File: src/rtl/opl_pkg.sv
// Shared constants, types and helpers for the ordered play list table.
package opl_pkg;

	localparam int LIST_DEPTH = 16;
	localparam int SLOT_W     = $clog2(LIST_DEPTH);
	// Holds up to LIST_DEPTH-1 entries, so the slot width is wide enough.
	localparam int CNT_W      = $clog2(LIST_DEPTH);

	localparam int FUNC_W     = 2;
	localparam int SEG_W      = 16;
	localparam int INTV_W     = 16;
	localparam int BYTE_W     = 8;
	localparam int STATUS_W   = 2;
	localparam int CNT_OUT_W  = 4;

	localparam logic [FUNC_W-1:0] FUNC_PUSH   = 2'd0;
	localparam logic [FUNC_W-1:0] FUNC_DELETE = 2'd1;
	localparam logic [FUNC_W-1:0] FUNC_CLEAR  = 2'd2;

	localparam int QUEUE_DEPTH = 2;
	localparam int QPTR_W      = $clog2(QUEUE_DEPTH);
	localparam int QCNT_W      = $clog2(QUEUE_DEPTH + 1);

	typedef enum logic [STATUS_W-1:0] {
		ST_DONE,
		ST_FULL,
		ST_EMPTY,
		ST_NOT_FOUND
	} status_t;

	typedef enum logic [1:0] {
		OP_PUSH,
		OP_DELETE,
		OP_CLEAR,
		OP_NOP
	} op_t;

	typedef struct packed {
		logic [SEG_W-1:0]  seg;
		logic [INTV_W-1:0] intv;
		logic [BYTE_W-1:0] times;
		logic [BYTE_W-1:0] kind;
		logic [BYTE_W-1:0] prio;
	} entry_t;

	localparam int ENTRY_W = $bits(entry_t);

	typedef struct packed {
		op_t    op;
		entry_t entry;
	} cmd_t;

	typedef enum logic [2:0] {
		S_IDLE,
		S_PUSH_LINK,
		S_SEARCH,
		S_RELEASE,
		S_HEAD_RD,
		S_REPLY
	} back_state_t;

	// Link of a slot whose link was never written: the next slot, wrapping to zero.
	function automatic logic [SLOT_W-1:0] reset_link(input logic [SLOT_W-1:0] slot);
		reset_link = (slot == SLOT_W'(LIST_DEPTH - 1)) ? '0 : slot + 1'b1;
	endfunction

endpackage

File: src/rtl/opl_if.sv
// Command and response channel interfaces of the ordered play list table.
interface opl_cmd_if;
	logic                           valid;
	logic                           ready;
	logic [opl_pkg::FUNC_W-1:0]     func;
	logic [opl_pkg::SEG_W-1:0]      seg_addr;
	logic [opl_pkg::INTV_W-1:0]     interval;
	logic [opl_pkg::BYTE_W-1:0]     repeat_times;
	logic [opl_pkg::BYTE_W-1:0]     play_kind;
	logic [opl_pkg::BYTE_W-1:0]     priority_req;

	modport source (
		output valid, func, seg_addr, interval, repeat_times, play_kind, priority_req,
		input  ready
	);
	modport sink (
		input  valid, func, seg_addr, interval, repeat_times, play_kind, priority_req,
		output ready
	);
endinterface

interface opl_rsp_if;
	logic                           valid;
	logic                           ready;
	logic [opl_pkg::STATUS_W-1:0]   status;
	logic [opl_pkg::CNT_OUT_W-1:0]  entry_count;
	logic                           head_valid;
	logic [opl_pkg::SEG_W-1:0]      head_seg_addr;
	logic [opl_pkg::INTV_W-1:0]     head_interval;
	logic [opl_pkg::BYTE_W-1:0]     head_times;
	logic [opl_pkg::BYTE_W-1:0]     head_kind;
	logic [opl_pkg::BYTE_W-1:0]     head_priority;

	modport source (
		output valid, status, entry_count, head_valid, head_seg_addr, head_interval,
		       head_times, head_kind, head_priority,
		input  ready
	);
	modport sink (
		input  valid, status, entry_count, head_valid, head_seg_addr, head_interval,
		       head_times, head_kind, head_priority,
		output ready
	);
endinterface

File: src/rtl/opl_ram.sv
// Generic simple dual-port RAM: one write port, one registered read port.
module opl_ram #(
	parameter int WIDTH = 8,
	parameter int DEPTH = 16
) (
	input  logic                     clk,
	input  logic                     we,
	input  logic [$clog2(DEPTH)-1:0] waddr,
	input  logic [WIDTH-1:0]         wdata,
	input  logic [$clog2(DEPTH)-1:0] raddr,
	output logic [WIDTH-1:0]         rdata
);

	logic [WIDTH-1:0] mem [DEPTH];

	always_ff @(posedge clk) begin
		if (we) begin
			mem[waddr] <= wdata;
		end
		rdata <= mem[raddr];
	end

endmodule

File: src/rtl/opl_front.sv
// Command intake: decode each transfer into an operation and queue it for the back end.
module opl_front (
	input  logic            clk,
	input  logic            arst_n,
	opl_cmd_if.sink         cmd,
	input  logic            q_pop,
	output logic            q_valid,
	output opl_pkg::cmd_t   q_cmd
);

	opl_pkg::cmd_t                   cls_cmd;
	opl_pkg::cmd_t                   slot_q [opl_pkg::QUEUE_DEPTH];
	logic [opl_pkg::QPTR_W-1:0]      wr_ptr_q;
	logic [opl_pkg::QPTR_W-1:0]      rd_ptr_q;
	logic [opl_pkg::QCNT_W-1:0]      fill_q;
	logic                            push;
	logic                            pop;

	// Classify the command; unused codes become a no-op.
	always_comb begin
		cls_cmd.entry.seg   = cmd.seg_addr;
		cls_cmd.entry.intv  = cmd.interval;
		cls_cmd.entry.times = cmd.repeat_times;
		cls_cmd.entry.kind  = cmd.play_kind;
		cls_cmd.entry.prio  = cmd.priority_req;
		case (cmd.func)
			opl_pkg::FUNC_PUSH:   cls_cmd.op = opl_pkg::OP_PUSH;
			opl_pkg::FUNC_DELETE: cls_cmd.op = opl_pkg::OP_DELETE;
			opl_pkg::FUNC_CLEAR:  cls_cmd.op = opl_pkg::OP_CLEAR;
			default:              cls_cmd.op = opl_pkg::OP_NOP;
		endcase
	end

	assign cmd.ready = (fill_q != opl_pkg::QCNT_W'(opl_pkg::QUEUE_DEPTH));
	assign push      = cmd.valid && cmd.ready;
	assign q_valid   = (fill_q != '0);
	assign pop       = q_pop && q_valid;
	assign q_cmd     = slot_q[rd_ptr_q];

	always_ff @(posedge clk or negedge arst_n) begin
		if (!arst_n) begin
			wr_ptr_q <= '0;
			rd_ptr_q <= '0;
			fill_q   <= '0;
		end else begin
			if (push) begin
				wr_ptr_q <= (wr_ptr_q == opl_pkg::QPTR_W'(opl_pkg::QUEUE_DEPTH - 1)) ?
				            '0 : wr_ptr_q + 1'b1;
			end
			if (pop) begin
				rd_ptr_q <= (rd_ptr_q == opl_pkg::QPTR_W'(opl_pkg::QUEUE_DEPTH - 1)) ?
				            '0 : rd_ptr_q + 1'b1;
			end
			if (push && !pop) begin
				fill_q <= fill_q + 1'b1;
			end else if (pop && !push) begin
				fill_q <= fill_q - 1'b1;
			end
		end
	end

	always_ff @(posedge clk) begin
		if (push) begin
			slot_q[wr_ptr_q] <= cls_cmd;
		end
	end

endmodule

File: src/rtl/opl_back.sv
// List engine: executes queued operations on the linked slot pool and issues responses.
module opl_back (
	input  logic            clk,
	input  logic            arst_n,
	input  logic            q_valid,
	input  opl_pkg::cmd_t   q_cmd,
	output logic            q_pop,
	opl_rsp_if.source       rsp
);

	opl_pkg::back_state_t             state_q, state_d;
	logic [opl_pkg::SLOT_W-1:0]       head_q, head_d;
	logic [opl_pkg::SLOT_W-1:0]       append_q, append_d;
	logic [opl_pkg::SLOT_W-1:0]       free_tail_q, free_tail_d;
	logic [opl_pkg::SLOT_W-1:0]       tail_q, tail_d;
	logic [opl_pkg::CNT_W-1:0]        count_q, count_d;
	logic [opl_pkg::LIST_DEPTH-1:0]   link_vld_q, link_vld_d;

	logic [opl_pkg::SLOT_W-1:0]       cur_q, cur_d;
	logic [opl_pkg::SLOT_W-1:0]       prev_q, prev_d;
	logic [opl_pkg::CNT_W-1:0]        idx_q, idx_d;
	logic [opl_pkg::SEG_W-1:0]        key_q, key_d;
	logic                             refresh_q, refresh_d;
	opl_pkg::status_t                 status_q, status_d;
	opl_pkg::entry_t                  head_ent_q, head_ent_d;

	logic [opl_pkg::SLOT_W-1:0]       rd_addr;
	logic [opl_pkg::SLOT_W-1:0]       rd_addr_q;
	logic                             rd_vld_q;

	logic                             store_we;
	logic [opl_pkg::ENTRY_W-1:0]      store_rdata;
	opl_pkg::entry_t                  store_rd;
	logic                             link_we;
	logic [opl_pkg::SLOT_W-1:0]       link_waddr;
	logic [opl_pkg::SLOT_W-1:0]       link_wdata;
	logic [opl_pkg::SLOT_W-1:0]       link_rdata;
	logic [opl_pkg::SLOT_W-1:0]       link_next;

	logic                             load_rsp;
	logic                             rsp_vld_q;
	opl_pkg::status_t                 rsp_status_q;
	logic [opl_pkg::CNT_OUT_W-1:0]    rsp_count_q;
	logic                             rsp_head_vld_q;
	opl_pkg::entry_t                  rsp_head_q;

	opl_ram #(
		.WIDTH (opl_pkg::ENTRY_W),
		.DEPTH (opl_pkg::LIST_DEPTH)
	) u_store (
		.clk   (clk),
		.we    (store_we),
		.waddr (append_q),
		.wdata (q_cmd.entry),
		.raddr (rd_addr),
		.rdata (store_rdata)
	);

	opl_ram #(
		.WIDTH (opl_pkg::SLOT_W),
		.DEPTH (opl_pkg::LIST_DEPTH)
	) u_links (
		.clk   (clk),
		.we    (link_we),
		.waddr (link_waddr),
		.wdata (link_wdata),
		.raddr (rd_addr),
		.rdata (link_rdata)
	);

	assign store_rd  = store_rdata;
	// Unwritten links still hold the initial free chain.
	assign link_next = rd_vld_q ? link_rdata : opl_pkg::reset_link(rd_addr_q);

	always_comb begin
		state_d     = state_q;
		head_d      = head_q;
		append_d    = append_q;
		free_tail_d = free_tail_q;
		tail_d      = tail_q;
		count_d     = count_q;
		link_vld_d  = link_vld_q;
		cur_d       = cur_q;
		prev_d      = prev_q;
		idx_d       = idx_q;
		key_d       = key_q;
		refresh_d   = refresh_q;
		status_d    = status_q;
		head_ent_d  = head_ent_q;
		rd_addr     = cur_q;
		store_we    = 1'b0;
		link_we     = 1'b0;
		link_waddr  = free_tail_q;
		link_wdata  = cur_q;
		q_pop       = 1'b0;
		load_rsp    = 1'b0;

		case (state_q)
			opl_pkg::S_IDLE: begin
				if (q_valid) begin
					q_pop = 1'b1;
					case (q_cmd.op)
						opl_pkg::OP_PUSH: begin
							if (count_q == opl_pkg::CNT_W'(opl_pkg::LIST_DEPTH - 1)) begin
								status_d = opl_pkg::ST_FULL;
								state_d  = opl_pkg::S_REPLY;
							end else begin
								store_we = 1'b1;
								rd_addr  = append_q;
								tail_d   = append_q;
								if (count_q == '0) begin
									head_ent_d = q_cmd.entry;
								end
								count_d  = count_q + 1'b1;
								status_d = opl_pkg::ST_DONE;
								state_d  = opl_pkg::S_PUSH_LINK;
							end
						end
						opl_pkg::OP_DELETE: begin
							if (count_q == '0) begin
								status_d = opl_pkg::ST_EMPTY;
								state_d  = opl_pkg::S_REPLY;
							end else begin
								key_d   = q_cmd.entry.seg;
								cur_d   = head_q;
								idx_d   = '0;
								rd_addr = head_q;
								state_d = opl_pkg::S_SEARCH;
							end
						end
						opl_pkg::OP_CLEAR: begin
							if (count_q == '0) begin
								status_d = opl_pkg::ST_EMPTY;
							end else begin
								// Splice the whole held chain onto the end of the free chain.
								link_we     = 1'b1;
								link_waddr  = free_tail_q;
								link_wdata  = head_q;
								free_tail_d = tail_q;
								head_d      = append_q;
								count_d     = '0;
								status_d    = opl_pkg::ST_DONE;
							end
							state_d = opl_pkg::S_REPLY;
						end
						default: begin
							status_d = opl_pkg::ST_DONE;
							state_d  = opl_pkg::S_REPLY;
						end
					endcase
				end
			end
			opl_pkg::S_PUSH_LINK: begin
				append_d = link_next;
				state_d  = opl_pkg::S_REPLY;
			end
			opl_pkg::S_SEARCH: begin
				if (store_rd.seg == key_q) begin
					count_d   = count_q - 1'b1;
					refresh_d = (idx_q == '0) && (count_q != opl_pkg::CNT_W'(1));
					if (idx_q == '0) begin
						head_d = link_next;
					end else begin
						link_we    = 1'b1;
						link_waddr = prev_q;
						link_wdata = link_next;
						if (cur_q == tail_q) begin
							tail_d = prev_q;
						end
					end
					status_d = opl_pkg::ST_DONE;
					state_d  = opl_pkg::S_RELEASE;
				end else if (idx_q == count_q - 1'b1) begin
					status_d = opl_pkg::ST_NOT_FOUND;
					state_d  = opl_pkg::S_REPLY;
				end else begin
					// Advance one slot along the chain.
					prev_d  = cur_q;
					cur_d   = link_next;
					idx_d   = idx_q + 1'b1;
					rd_addr = link_next;
				end
			end
			opl_pkg::S_RELEASE: begin
				link_we     = 1'b1;
				link_waddr  = free_tail_q;
				link_wdata  = cur_q;
				free_tail_d = cur_q;
				if (refresh_q) begin
					rd_addr = head_q;
					state_d = opl_pkg::S_HEAD_RD;
				end else begin
					state_d = opl_pkg::S_REPLY;
				end
			end
			opl_pkg::S_HEAD_RD: begin
				head_ent_d = store_rd;
				state_d    = opl_pkg::S_REPLY;
			end
			opl_pkg::S_REPLY: begin
				if (!rsp_vld_q || rsp.ready) begin
					load_rsp = 1'b1;
					state_d  = opl_pkg::S_IDLE;
				end
			end
			default: begin
				state_d = opl_pkg::S_IDLE;
			end
		endcase

		if (link_we) begin
			link_vld_d[link_waddr] = 1'b1;
		end
	end

	always_ff @(posedge clk or negedge arst_n) begin
		if (!arst_n) begin
			state_q     <= opl_pkg::S_IDLE;
			head_q      <= '0;
			append_q    <= '0;
			free_tail_q <= opl_pkg::SLOT_W'(opl_pkg::LIST_DEPTH - 1);
			tail_q      <= '0;
			count_q     <= '0;
			link_vld_q  <= '0;
			rd_vld_q    <= 1'b0;
			rsp_vld_q   <= 1'b0;
		end else begin
			state_q     <= state_d;
			head_q      <= head_d;
			append_q    <= append_d;
			free_tail_q <= free_tail_d;
			tail_q      <= tail_d;
			count_q     <= count_d;
			link_vld_q  <= link_vld_d;
			rd_vld_q    <= link_vld_q[rd_addr];
			if (load_rsp) begin
				rsp_vld_q <= 1'b1;
			end else if (rsp.ready) begin
				rsp_vld_q <= 1'b0;
			end
		end
	end

	always_ff @(posedge clk) begin
		cur_q      <= cur_d;
		prev_q     <= prev_d;
		idx_q      <= idx_d;
		key_q      <= key_d;
		refresh_q  <= refresh_d;
		status_q   <= status_d;
		head_ent_q <= head_ent_d;
		rd_addr_q  <= rd_addr;
		if (load_rsp) begin
			rsp_status_q   <= status_q;
			rsp_count_q    <= opl_pkg::CNT_OUT_W'(count_q);
			rsp_head_vld_q <= (count_q != '0);
			rsp_head_q     <= (count_q != '0) ? head_ent_q : '0;
		end
	end

	assign rsp.valid         = rsp_vld_q;
	assign rsp.status        = rsp_status_q;
	assign rsp.entry_count   = rsp_count_q;
	assign rsp.head_valid    = rsp_head_vld_q;
	assign rsp.head_seg_addr = rsp_head_q.seg;
	assign rsp.head_interval = rsp_head_q.intv;
	assign rsp.head_times    = rsp_head_q.times;
	assign rsp.head_kind     = rsp_head_q.kind;
	assign rsp.head_priority = rsp_head_q.prio;

`ifndef SYNTH
	a_empty_head_at_append: assert property (@(posedge clk) disable iff (!arst_n)
		(count_q == '0) |-> (head_q == append_q))
		else $error("empty list with head apart from append slot");

	a_search_in_range: assert property (@(posedge clk) disable iff (!arst_n)
		(state_q == opl_pkg::S_SEARCH) |-> (idx_q < count_q))
		else $error("search walked past the held entries");

	a_rsp_from_reply: assert property (@(posedge clk) disable iff (!arst_n)
		$rose(rsp_vld_q) |-> $past(state_q == opl_pkg::S_REPLY))
		else $error("response raised outside the reply step");

	a_push_counts: assert property (@(posedge clk) disable iff (!arst_n)
		(state_q == opl_pkg::S_PUSH_LINK) |-> (count_q != '0))
		else $error("push completed with an empty list");
`endif

endmodule

File: src/rtl/ordered_play_list_table.sv
// Top level of the ordered play list table.
// Usage:
//   cmd (sink)  : valid/ready transfer of one command: func (push, delete by segment
//                 address, clear), seg_addr and the entry fields for a push.
//   rsp (source): one transfer per command: status, entry_count and the head entry,
//                 which is the current-play position; head fields read zero when empty.
// Commands pass through a two-deep queue in the front end, so the host can hand over
// the next command while the engine works or a response waits to be taken.
// A command is popped in the idle step; an accepted push then passes the link step, and
// every command ends in the reply step. A delete walks one held entry per cycle through
// the single read port of the entry store RAM and, on a match, releases the slot and
// rereads the head entry when a new head moved up. The engine handles one command at a
// time, so a delete walk over many held entries holds back the commands queued behind it.
// Reset: the list is empty, slots form one free chain in slot order; no clearing pass
// is needed, a valid bit per link marks which links have been rewritten.
// Receiver stall: the response register holds its transfer; the engine waits in its
// reply step, and the queue keeps taking commands until both entries are full.
module ordered_play_list_table (
	input  logic        clk,
	input  logic        arst_n,
	opl_cmd_if.sink     cmd,
	opl_rsp_if.source   rsp
);

	// Queue hand-off between the intake and the list engine.
	logic               q_valid;
	logic               q_pop;
	opl_pkg::cmd_t      q_cmd;

	// Decode and buffer commands.
	opl_front u_front (
		.clk     (clk),
		.arst_n  (arst_n),
		.cmd     (cmd),
		.q_pop   (q_pop),
		.q_valid (q_valid),
		.q_cmd   (q_cmd)
	);

	// Execute list operations and drive responses.
	opl_back u_back (
		.clk     (clk),
		.arst_n  (arst_n),
		.q_valid (q_valid),
		.q_cmd   (q_cmd),
		.q_pop   (q_pop),
		.rsp     (rsp)
	);

endmodule

File: src/flat_wrapper.sv
// flat-port wrapper written by rule: the top's interface ports become plain ports
module ordered_play_list_table_flat 
  (clk, arst_n, cmd_valid, cmd_func, cmd_seg_addr, cmd_interval, cmd_repeat_times, cmd_play_kind, cmd_priority_req, cmd_ready, rsp_valid, rsp_status, rsp_entry_count, rsp_head_valid, rsp_head_seg_addr, rsp_head_interval, rsp_head_times, rsp_head_kind, rsp_head_priority, rsp_ready);
  opl_cmd_if cmd_i ();
  opl_rsp_if rsp_i ();
  input  logic clk;
  input  logic arst_n;
  input wire logic [$bits(cmd_i.valid)-1:0] cmd_valid;
  input wire logic [$bits(cmd_i.func)-1:0] cmd_func;
  input wire logic [$bits(cmd_i.seg_addr)-1:0] cmd_seg_addr;
  input wire logic [$bits(cmd_i.interval)-1:0] cmd_interval;
  input wire logic [$bits(cmd_i.repeat_times)-1:0] cmd_repeat_times;
  input wire logic [$bits(cmd_i.play_kind)-1:0] cmd_play_kind;
  input wire logic [$bits(cmd_i.priority_req)-1:0] cmd_priority_req;
  output wire logic [$bits(cmd_i.ready)-1:0] cmd_ready;
  output wire logic [$bits(rsp_i.valid)-1:0] rsp_valid;
  output wire logic [$bits(rsp_i.status)-1:0] rsp_status;
  output wire logic [$bits(rsp_i.entry_count)-1:0] rsp_entry_count;
  output wire logic [$bits(rsp_i.head_valid)-1:0] rsp_head_valid;
  output wire logic [$bits(rsp_i.head_seg_addr)-1:0] rsp_head_seg_addr;
  output wire logic [$bits(rsp_i.head_interval)-1:0] rsp_head_interval;
  output wire logic [$bits(rsp_i.head_times)-1:0] rsp_head_times;
  output wire logic [$bits(rsp_i.head_kind)-1:0] rsp_head_kind;
  output wire logic [$bits(rsp_i.head_priority)-1:0] rsp_head_priority;
  input wire logic [$bits(rsp_i.ready)-1:0] rsp_ready;
  assign cmd_i.valid = cmd_valid;
  assign cmd_i.func = cmd_func;
  assign cmd_i.seg_addr = cmd_seg_addr;
  assign cmd_i.interval = cmd_interval;
  assign cmd_i.repeat_times = cmd_repeat_times;
  assign cmd_i.play_kind = cmd_play_kind;
  assign cmd_i.priority_req = cmd_priority_req;
  assign cmd_ready = cmd_i.ready;
  assign rsp_valid = rsp_i.valid;
  assign rsp_status = rsp_i.status;
  assign rsp_entry_count = rsp_i.entry_count;
  assign rsp_head_valid = rsp_i.head_valid;
  assign rsp_head_seg_addr = rsp_i.head_seg_addr;
  assign rsp_head_interval = rsp_i.head_interval;
  assign rsp_head_times = rsp_i.head_times;
  assign rsp_head_kind = rsp_i.head_kind;
  assign rsp_head_priority = rsp_i.head_priority;
  assign rsp_i.ready = rsp_ready;
  ordered_play_list_table u_core (.clk(clk), .arst_n(arst_n), .cmd(cmd_i), .rsp(rsp_i));
endmodule
File: config.mk
export PLATFORM = sky130hd
export DESIGN_NAME = ordered_play_list_table_flat
export DESIGN_NICKNAME = d
export VERILOG_FILES = /design/src/rtl/opl_pkg.sv /design/src/rtl/opl_if.sv /design/src/rtl/opl_ram.sv /design/src/rtl/opl_front.sv /design/src/rtl/opl_back.sv /design/src/rtl/ordered_play_list_table.sv /design/src/flat_wrapper.sv
export SDC_FILE = /design/constraint.sdc
export NUM_CORES = 1
export LEC_CHECK = 0
export BUFFER_PORTS_ARGS = -buffer_cell sky130_fd_sc_hd__buf_2
export CAP_MARGIN = 20
export CORE_MARGIN = 3
export CORE_UTILIZATION = 50
export DETAILED_ROUTE_END_ITERATION = 7
export PLACE_DENSITY = 0.69
export SLEW_MARGIN = 20
export SYNTH_ARGS = -nofsm -noshare
export SYNTH_HDL_FRONTEND = slang
export SYNTH_SLANG_ARGS = --single-unit
File: constraint.sdc
create_clock -name clk -period 6.6 [get_ports clk]
set_clock_uncertainty 0.1 [all_clocks]
set_input_delay 1.32 -clock clk [delete_from_list [all_inputs] [get_ports clk]]
set_output_delay 1.32 -clock clk [all_outputs]
set_load 0.01 [all_outputs]
After elaboration in Yosys (flattened, before gate mapping)

Memories as Yosys holds them, arrays and structs flattened. A register that Yosys moved wholly into a read port is not among the register bits.
Cells that the tools add are included.
Widths: inputs -> output; s select.

Add/sub/neg operators: 8
Magnitude comparators: 3
Eq/ne operators: 35
Muxes and demuxes: 102
Bitwise gates (word level): 4
Reduce and logical (&&, ||, !) cells: 35

Operator list:

| kind                | number |
|---|---|
| $mux 56             | 4 |
| $mux 4              | 39 |
| $pmux 56 s2         | 1 |
| $pmux 4 s2          | 9 |
| $mux 1              | 27 |
| $ne 2x2->1 const B  | 11 |
| $mux 3              | 6 |
| $reduce_and 6->1    | 3 |
| $eq 16x16->1        | 1 |
| $or 16x16->16       | 1 |
| $pmux 3 s5          | 1 |
| $mux 2              | 7 |
| $add 4x1->4 const B | 3 |
| $ne 3x3->1 const B  | 4 |
| $pmux 2 s3          | 2 |
| $pmux 4 s3          | 1 |
| $reduce_and 4->1    | 3 |
| $reduce_bool 2->1   | 6 |
| $lt 4x5->1 const B  | 2 |
| $reduce_and 3->1    | 3 |
| $eq 4x4->1          | 2 |
| $eq 4x4->1 const B  | 2 |
| $logic_not 4->1     | 2 |
| $ne 2x1->1 const B  | 4 |
| 28 further kinds    | 43 |

Register bits: 199
Memory bits (writable): 1076
Output and inout port bits: 65
Word-level logic and storage cells: 222
Memories: 3

Memory list:

| name                      | words | width | rd ports | clocked after Yosys merged registers in | write ports | line            | text |
|---|---|---|---|---|---|---|---|
| u_core.u_back.u_store.mem | 16    | 56    | 1        | 1                                       | 1           | opl_ram.sv:14   | `logic [WIDTH-1:0] mem [DEPTH];` |
| u_core.u_front.slot_q     | 2     | 58    | 1        | 0                                       | 1           | opl_front.sv:12 | `opl_pkg::cmd_t slot_q [opl_pkg::QUEUE_DEPTH];` |
| u_core.u_back.u_links.mem | 16    | 4     | 1        | 1                                       | 1           | opl_ram.sv:14   |  |

Depth between registers and ports, before layout

Depth after elaboration: 9
Mapped depth: 16
Depth with buffers taken out: 12

Hierarchy

From an unflattened synthesis, not the netlist that was laid out.

Cell total of the unflattened synthesis: 2479
Area, all modules: 50803.7 um^2

Modules (own cells, without submodules):

| module                           | instances | cells each | area each (um^2) | sequential area each (um^2) |
|---|---|---|---|---|
| opl_ram at u_core.u_back.u_store | 1         | 1445       | 34678.3          | 28026.9 |
| opl_back                         | 1         | 703        | 9026.2           | 5615.4 |
| opl_front                        | 1         | 201        | 4433.0           | 3583.4 |
| opl_ram at u_core.u_back.u_links | 1         | 130        | 2666.3           | 2001.9 |

Worst setup path before layout

OpenSTA, ideal clock, no wires.

Kind: flip-flop to flip-flop
Start: register u_core.u_back.count_q[0] (netlist name)
End: register u_core.u_back.head_ent_q[0] (netlist name), enable pin
Library setup time: 0.539 ns
Data arrival time: 5.718 ns
Required time: 5.961 ns
Setup slack: 0.244 ns
Cell stages (with the launch flop): 8
Buffers on the path: 2
Period minus slack after synthesis: 6.356 ns
Path through: dfrtp_1 > inv_1 > ha_1 > nor3b_2 > clkbuf_1 > clkbuf_1 > a31oi_1 > nor3_1

Cells in the longest elaborated chain, start to end: 3

Ends and longest elaborated chain:

| element                                              | line                             | text |
|---|---|---|
| start, declared                                      | opl_back.sv:16                   | `logic [opl_pkg::CNT_W-1:0] count_q, count_d;` |
| start signal, assigned                               | opl_back.sv:233                  | `count_q <= count_d;` |
| $eq 4x4->1 / $logic_not 4->1 (equally long branches) | opl_back.sv:104, opl_back.sv:111 |  |
| $ne 2x2->1 (no line)                                 | -                                |  |
| $reduce_and 5->1 (no line) *                         | -                                |  |
| end signal, assigned                                 | opl_back.sv:251                  | `head_ent_q <= head_ent_d;` |
| end, declared                                        | opl_back.sv:25                   | `opl_pkg::entry_t head_ent_q, head_ent_d;` |

Every way passes the cells marked *; elsewhere a longest branch is shown, timed or not.
A chain may end at the register's enable or synchronous reset.

Final worst setup path

Start: register u_core.u_back.count_q[0] (netlist name)
End: register u_core.u_back.u_store.rdata[50], read port of u_core.u_back.u_store.mem

Cells in the longest elaborated chain, start to end: 5

Ends and longest elaborated chain:

| element                                     | line            | text |
|---|---|---|
| $sub 4x1->4, or another cell as far along   | opl_back.sv:173 | `end else if (idx_q == count_q - 1'b1) begin` |
| $eq 4x4->1, or another cell as far along    | opl_back.sv:173 |  |
| $mux 4 / $pmux 4 s2 (equally long branches) | -               |  |
| $mux 4, on equally long branches            | -               |  |
| $pmux 4 s3 *                                | opl_back.sv:98  | `case (state_q)` |
| end, declared                               | opl_ram.sv:11   | `output logic [WIDTH-1:0] rdata` |

Marked as above.

==> impl_metrics.env <==
export IMPL_status="complete, no violations"
export IMPL_seqPwrFrac_pct=45.7
export IMPL_cts_max_level=4
export IMPL_clk_latency_ns=0.75
export IMPL_intPower_uw=17530
export IMPL_synthArstFlopShare_pct=3.371
export IMPL_startpoint_type="flop"
export IMPL_die_h_um=331.1
export IMPL_ys_seq_elements=1335
export IMPL_setup_viol=0
export IMPL_grt_ovfl_total=0
export IMPL_ioPinCount=127
export IMPL_cts_hold_buf=0
export IMPL_coreArea_mm2=0.1042
export IMPL_drt_iter0_markers=3984
export IMPL_synth_fp_nets=3594
export IMPL_p_sw_share_pct=30.94
export IMPL_io_buffers=126
export IMPL_leakage_uw=0.01964
export IMPL_start_util_pct=50.70
export IMPL_fin_nets=3625
export IMPL_drtAntennaViolNets=0
export IMPL_num_vias=32420
export IMPL_ys_seq_area_share_pct=74.23
export IMPL_grt_max_degree=246
export IMPL_cts_resized=0
export IMPL_post_cts_buffers=0
export IMPL_die_area_mm2=0.1096
export IMPL_synth_area_leaders="edfxtp_1, a32oi_1, o21ai_0"
export IMPL_final_setup_tns_ns=0
export IMPL_n_fill_cell=8001
export IMPL_gp_congestion=0.8709
export IMPL_wirelength_um=133000
export IMPL_drv_cap=0
export IMPL_cts_sinks=1335
export IMPL_syn2layout_area_growth_pct=12.46
export IMPL_drc=0
export IMPL_comb_power_share_pct=24.3
export IMPL_postSynthAreaPerCell_um2=14.99
export IMPL_antenna_found_initial=3
export IMPL_firstDrtPassIters=6
export IMPL_synthesis_area_mm2=0.05285
export IMPL_vias_per_cell=6.422
export IMPL_ys_types=64
export IMPL_cp_end_kind="flop"
export IMPL_rsz0062_at_grt="false"
export IMPL_drive_above_1_share_pct=15.62
export IMPL_netlist_instances=3525
export IMPL_whs_ns=0.3542
export IMPL_worst_slack_ns=1.555
export IMPL_fin_crit_ns=5.045
export IMPL_grt_usage_pct=24.03
export IMPL_path_clk_slew_ns=0.06
export IMPL_critPathRequiredTime_ns=7.04
export IMPL_cts_tree="done"
export IMPL_wl_per_cell_um=26.35
export IMPL_yosysTopAreaCell="edfxtp_1"
export IMPL_path_class="reg2reg"
export IMPL_worstPathArrival_ns=5.49
export IMPL_drv_slew=0
export IMPL_switching_power_uw=7856
export IMPL_synth_most_common_cell="edfxtp_1"
export IMPL_powerDensity_mw_per_mm2=427.2
export IMPL_cts_buffer_depth=3
export IMPL_pre_cts_ws_ns=1.485
export IMPL_synth_edf_count=1226
export IMPL_numCtsBuffers=136
export IMPL_ir_drop_mv=0.3028
export IMPL_rows=118
export IMPL_relSlewSlack_pct=21.74
export IMPL_fp_dieW_um=331.1
export IMPL_cts_root_buf="clkbuf_16"
export IMPL_p_clk_share_pct=29.9
export IMPL_diodes=0
export IMPL_rrSetupSlack_ns=1.56
export IMPL_post_dp_hpwl_um=66160
export IMPL_fmax_mhz=198.2
export IMPL_final_core_util_pct=57.02
export IMPL_crit_fanout=144
export IMPL_ys_flop_type="edfxtp_1"
export IMPL_netlist_area_leader_share_pct=69.66
export IMPL_yosys_warnings=0
export IMPL_synthTopCellsByCount="edfxtp_1, nand2_1, o21ai_0"
export IMPL_min_path_type="reg2reg"
export IMPL_period_share_pct=76.43
export IMPL_first_global_vias=31410
export IMPL_hold_viol_final=0
export IMPL_tightestPinTransition_ns=1.170
export IMPL_grt_pass1_wl_um=198400
==> registers in the layout, summed over array words and instances (netlist names), 8 cells and up <==
register	flops
u_core.u_front.slot_q	116
u_core.u_back.head_ent_q	56
u_core.u_back.u_links.mem	64
u_core.u_back.u_store.rdata	56
u_core.u_back.rsp.head_priority	8
u_core.u_back.rsp.head_times	8
u_core.u_back.u_store.mem	896
u_core.u_back.rsp.head_interval	16
u_core.u_back.rsp.head_kind	8
u_core.u_back.rsp.head_seg_addr	16
u_core.u_back.link_vld_q	16
u_core.u_back.key_q	16
==> per-stage QoR <==
step | cell area, um^2 | instances | power (uW)
3_3_place_gp | 54910 | 4793 | 17810
4_1_cts | 59330 | 5044 | 25490
5_1_grt | 59440 | 5048 | 26420
3_5_place_dp | 54930 | 4794 | 17930
6_report | 59440 | 5048 | 25390
2_1_floorplan | 52850 | 3525 | 15680
==> cell families (layout without fill, tap and decap cells) <==
family                   Yosys count  count (layout)  share of synthesized area [%]
flip-flops                      1335            1335                          74.23
multiplexers                     127             127                          2.685
AO/OA/AOI/OAI                    959             959                          13.01
AND/OR/NAND/NOR                  741             741                          6.802
adder cells (fa/ha/maj)            7               7                         0.1657
buffers and inverters            322             465                          2.545
XOR/XNOR                          34              34                         0.5635
==> per-layer routing <==
metal,vias up,wire length (um),global-route usage (%)
met2,1616,63960,39.03
met4,0,3881,8.114
met5,-,0,0
met1,16490,54780,33.25
met3,255,10420,3.915
li1,14060,-,-
==> final cells by class <==
class                           instances  area (um^2)  area share [%]
Timing Repair Buffer                  197         1494           2.513
Clock inverter                         63        625.6           1.053
Inverter                               18        77.57          0.1305
Clock buffer                          187         3770           6.343
Sequential cell                      1335        39230           66.01
Multi-Input combinational cell       1868        12510           21.05
Tap cell                             1380         1727           2.905
==> power by group through the flow <==
stage	clock [uW]	combinational (uW)	sequential, uW
floorplan	0	4020	11700
global placement	0	6040	11800
detailed placement	0	6160	11800
CTS	7690	6190	11600
global route	8010	6700	11700
finish	7590	6180	11600
==> placed cells by master (no fill, tap or decap), types with 27 or more instances in the layout <==
cell type / instances
dfxtp_1: 64
dfrtp_1: 40
o311ai_1: 61
a311o_1: 60
clkbuf_16: 140
xnor2_1: 27
buf_4: 47
a21oi_1: 82
and3_1: 128
buf_2: 126
nand2_1: 286
nand3_1: 131
clkbuf_1: 38
a22oi_1: 66
nor2b_1: 59
a21o_1: 63
nor2_1: 58
edfxtp_1: 1226
a32oi_1: 247
mux2_2: 118
o21ai_0: 274
a211oi_1: 60
==> worst max-delay path, stage by stage (launching register included) <==
cell      delay [ns]
dfrtp_1         0.48
inv_1           0.17
ha_1            0.26
nor3b_4         0.46
mux2i_1         0.39
o21ai_0         0.24
a221o_4         0.70
nor2_4          0.30
buf_12          0.60
nand2_1         0.09
and3_1          0.20
o311ai_1        0.77
==> path summary, 6_finish.rpt <==
kind / startpoint / endpoint / cells after the start
worst max-delay path: u_core.u_back.count_q[0]$_DFFE_PN0P_ / u_core.u_back.u_store.rdata[50]$_DFF_P_ / 11
worst min-delay path: u_core.u_back.status_q[1]$_DFFE_PP_ / u_core.u_back.rsp.status[1]$_DFFE_PP_ / 0
worst max register to register: u_core.u_back.count_q[0]$_DFFE_PN0P_ / u_core.u_back.u_store.rdata[50]$_DFF_P_ / 11
worst min register to register: u_core.u_back.status_q[1]$_DFFE_PP_ / u_core.u_back.rsp.status[1]$_DFFE_PP_ / 0
max in group asynchronous: arst_n / u_core.u_front.rd_ptr_q$_DFFE_PN0P_ / 2
min in group asynchronous: arst_n / u_core.u_front.wr_ptr_q$_DFFE_PN0P_ / 2
Power figures use the tool's default switching activity.
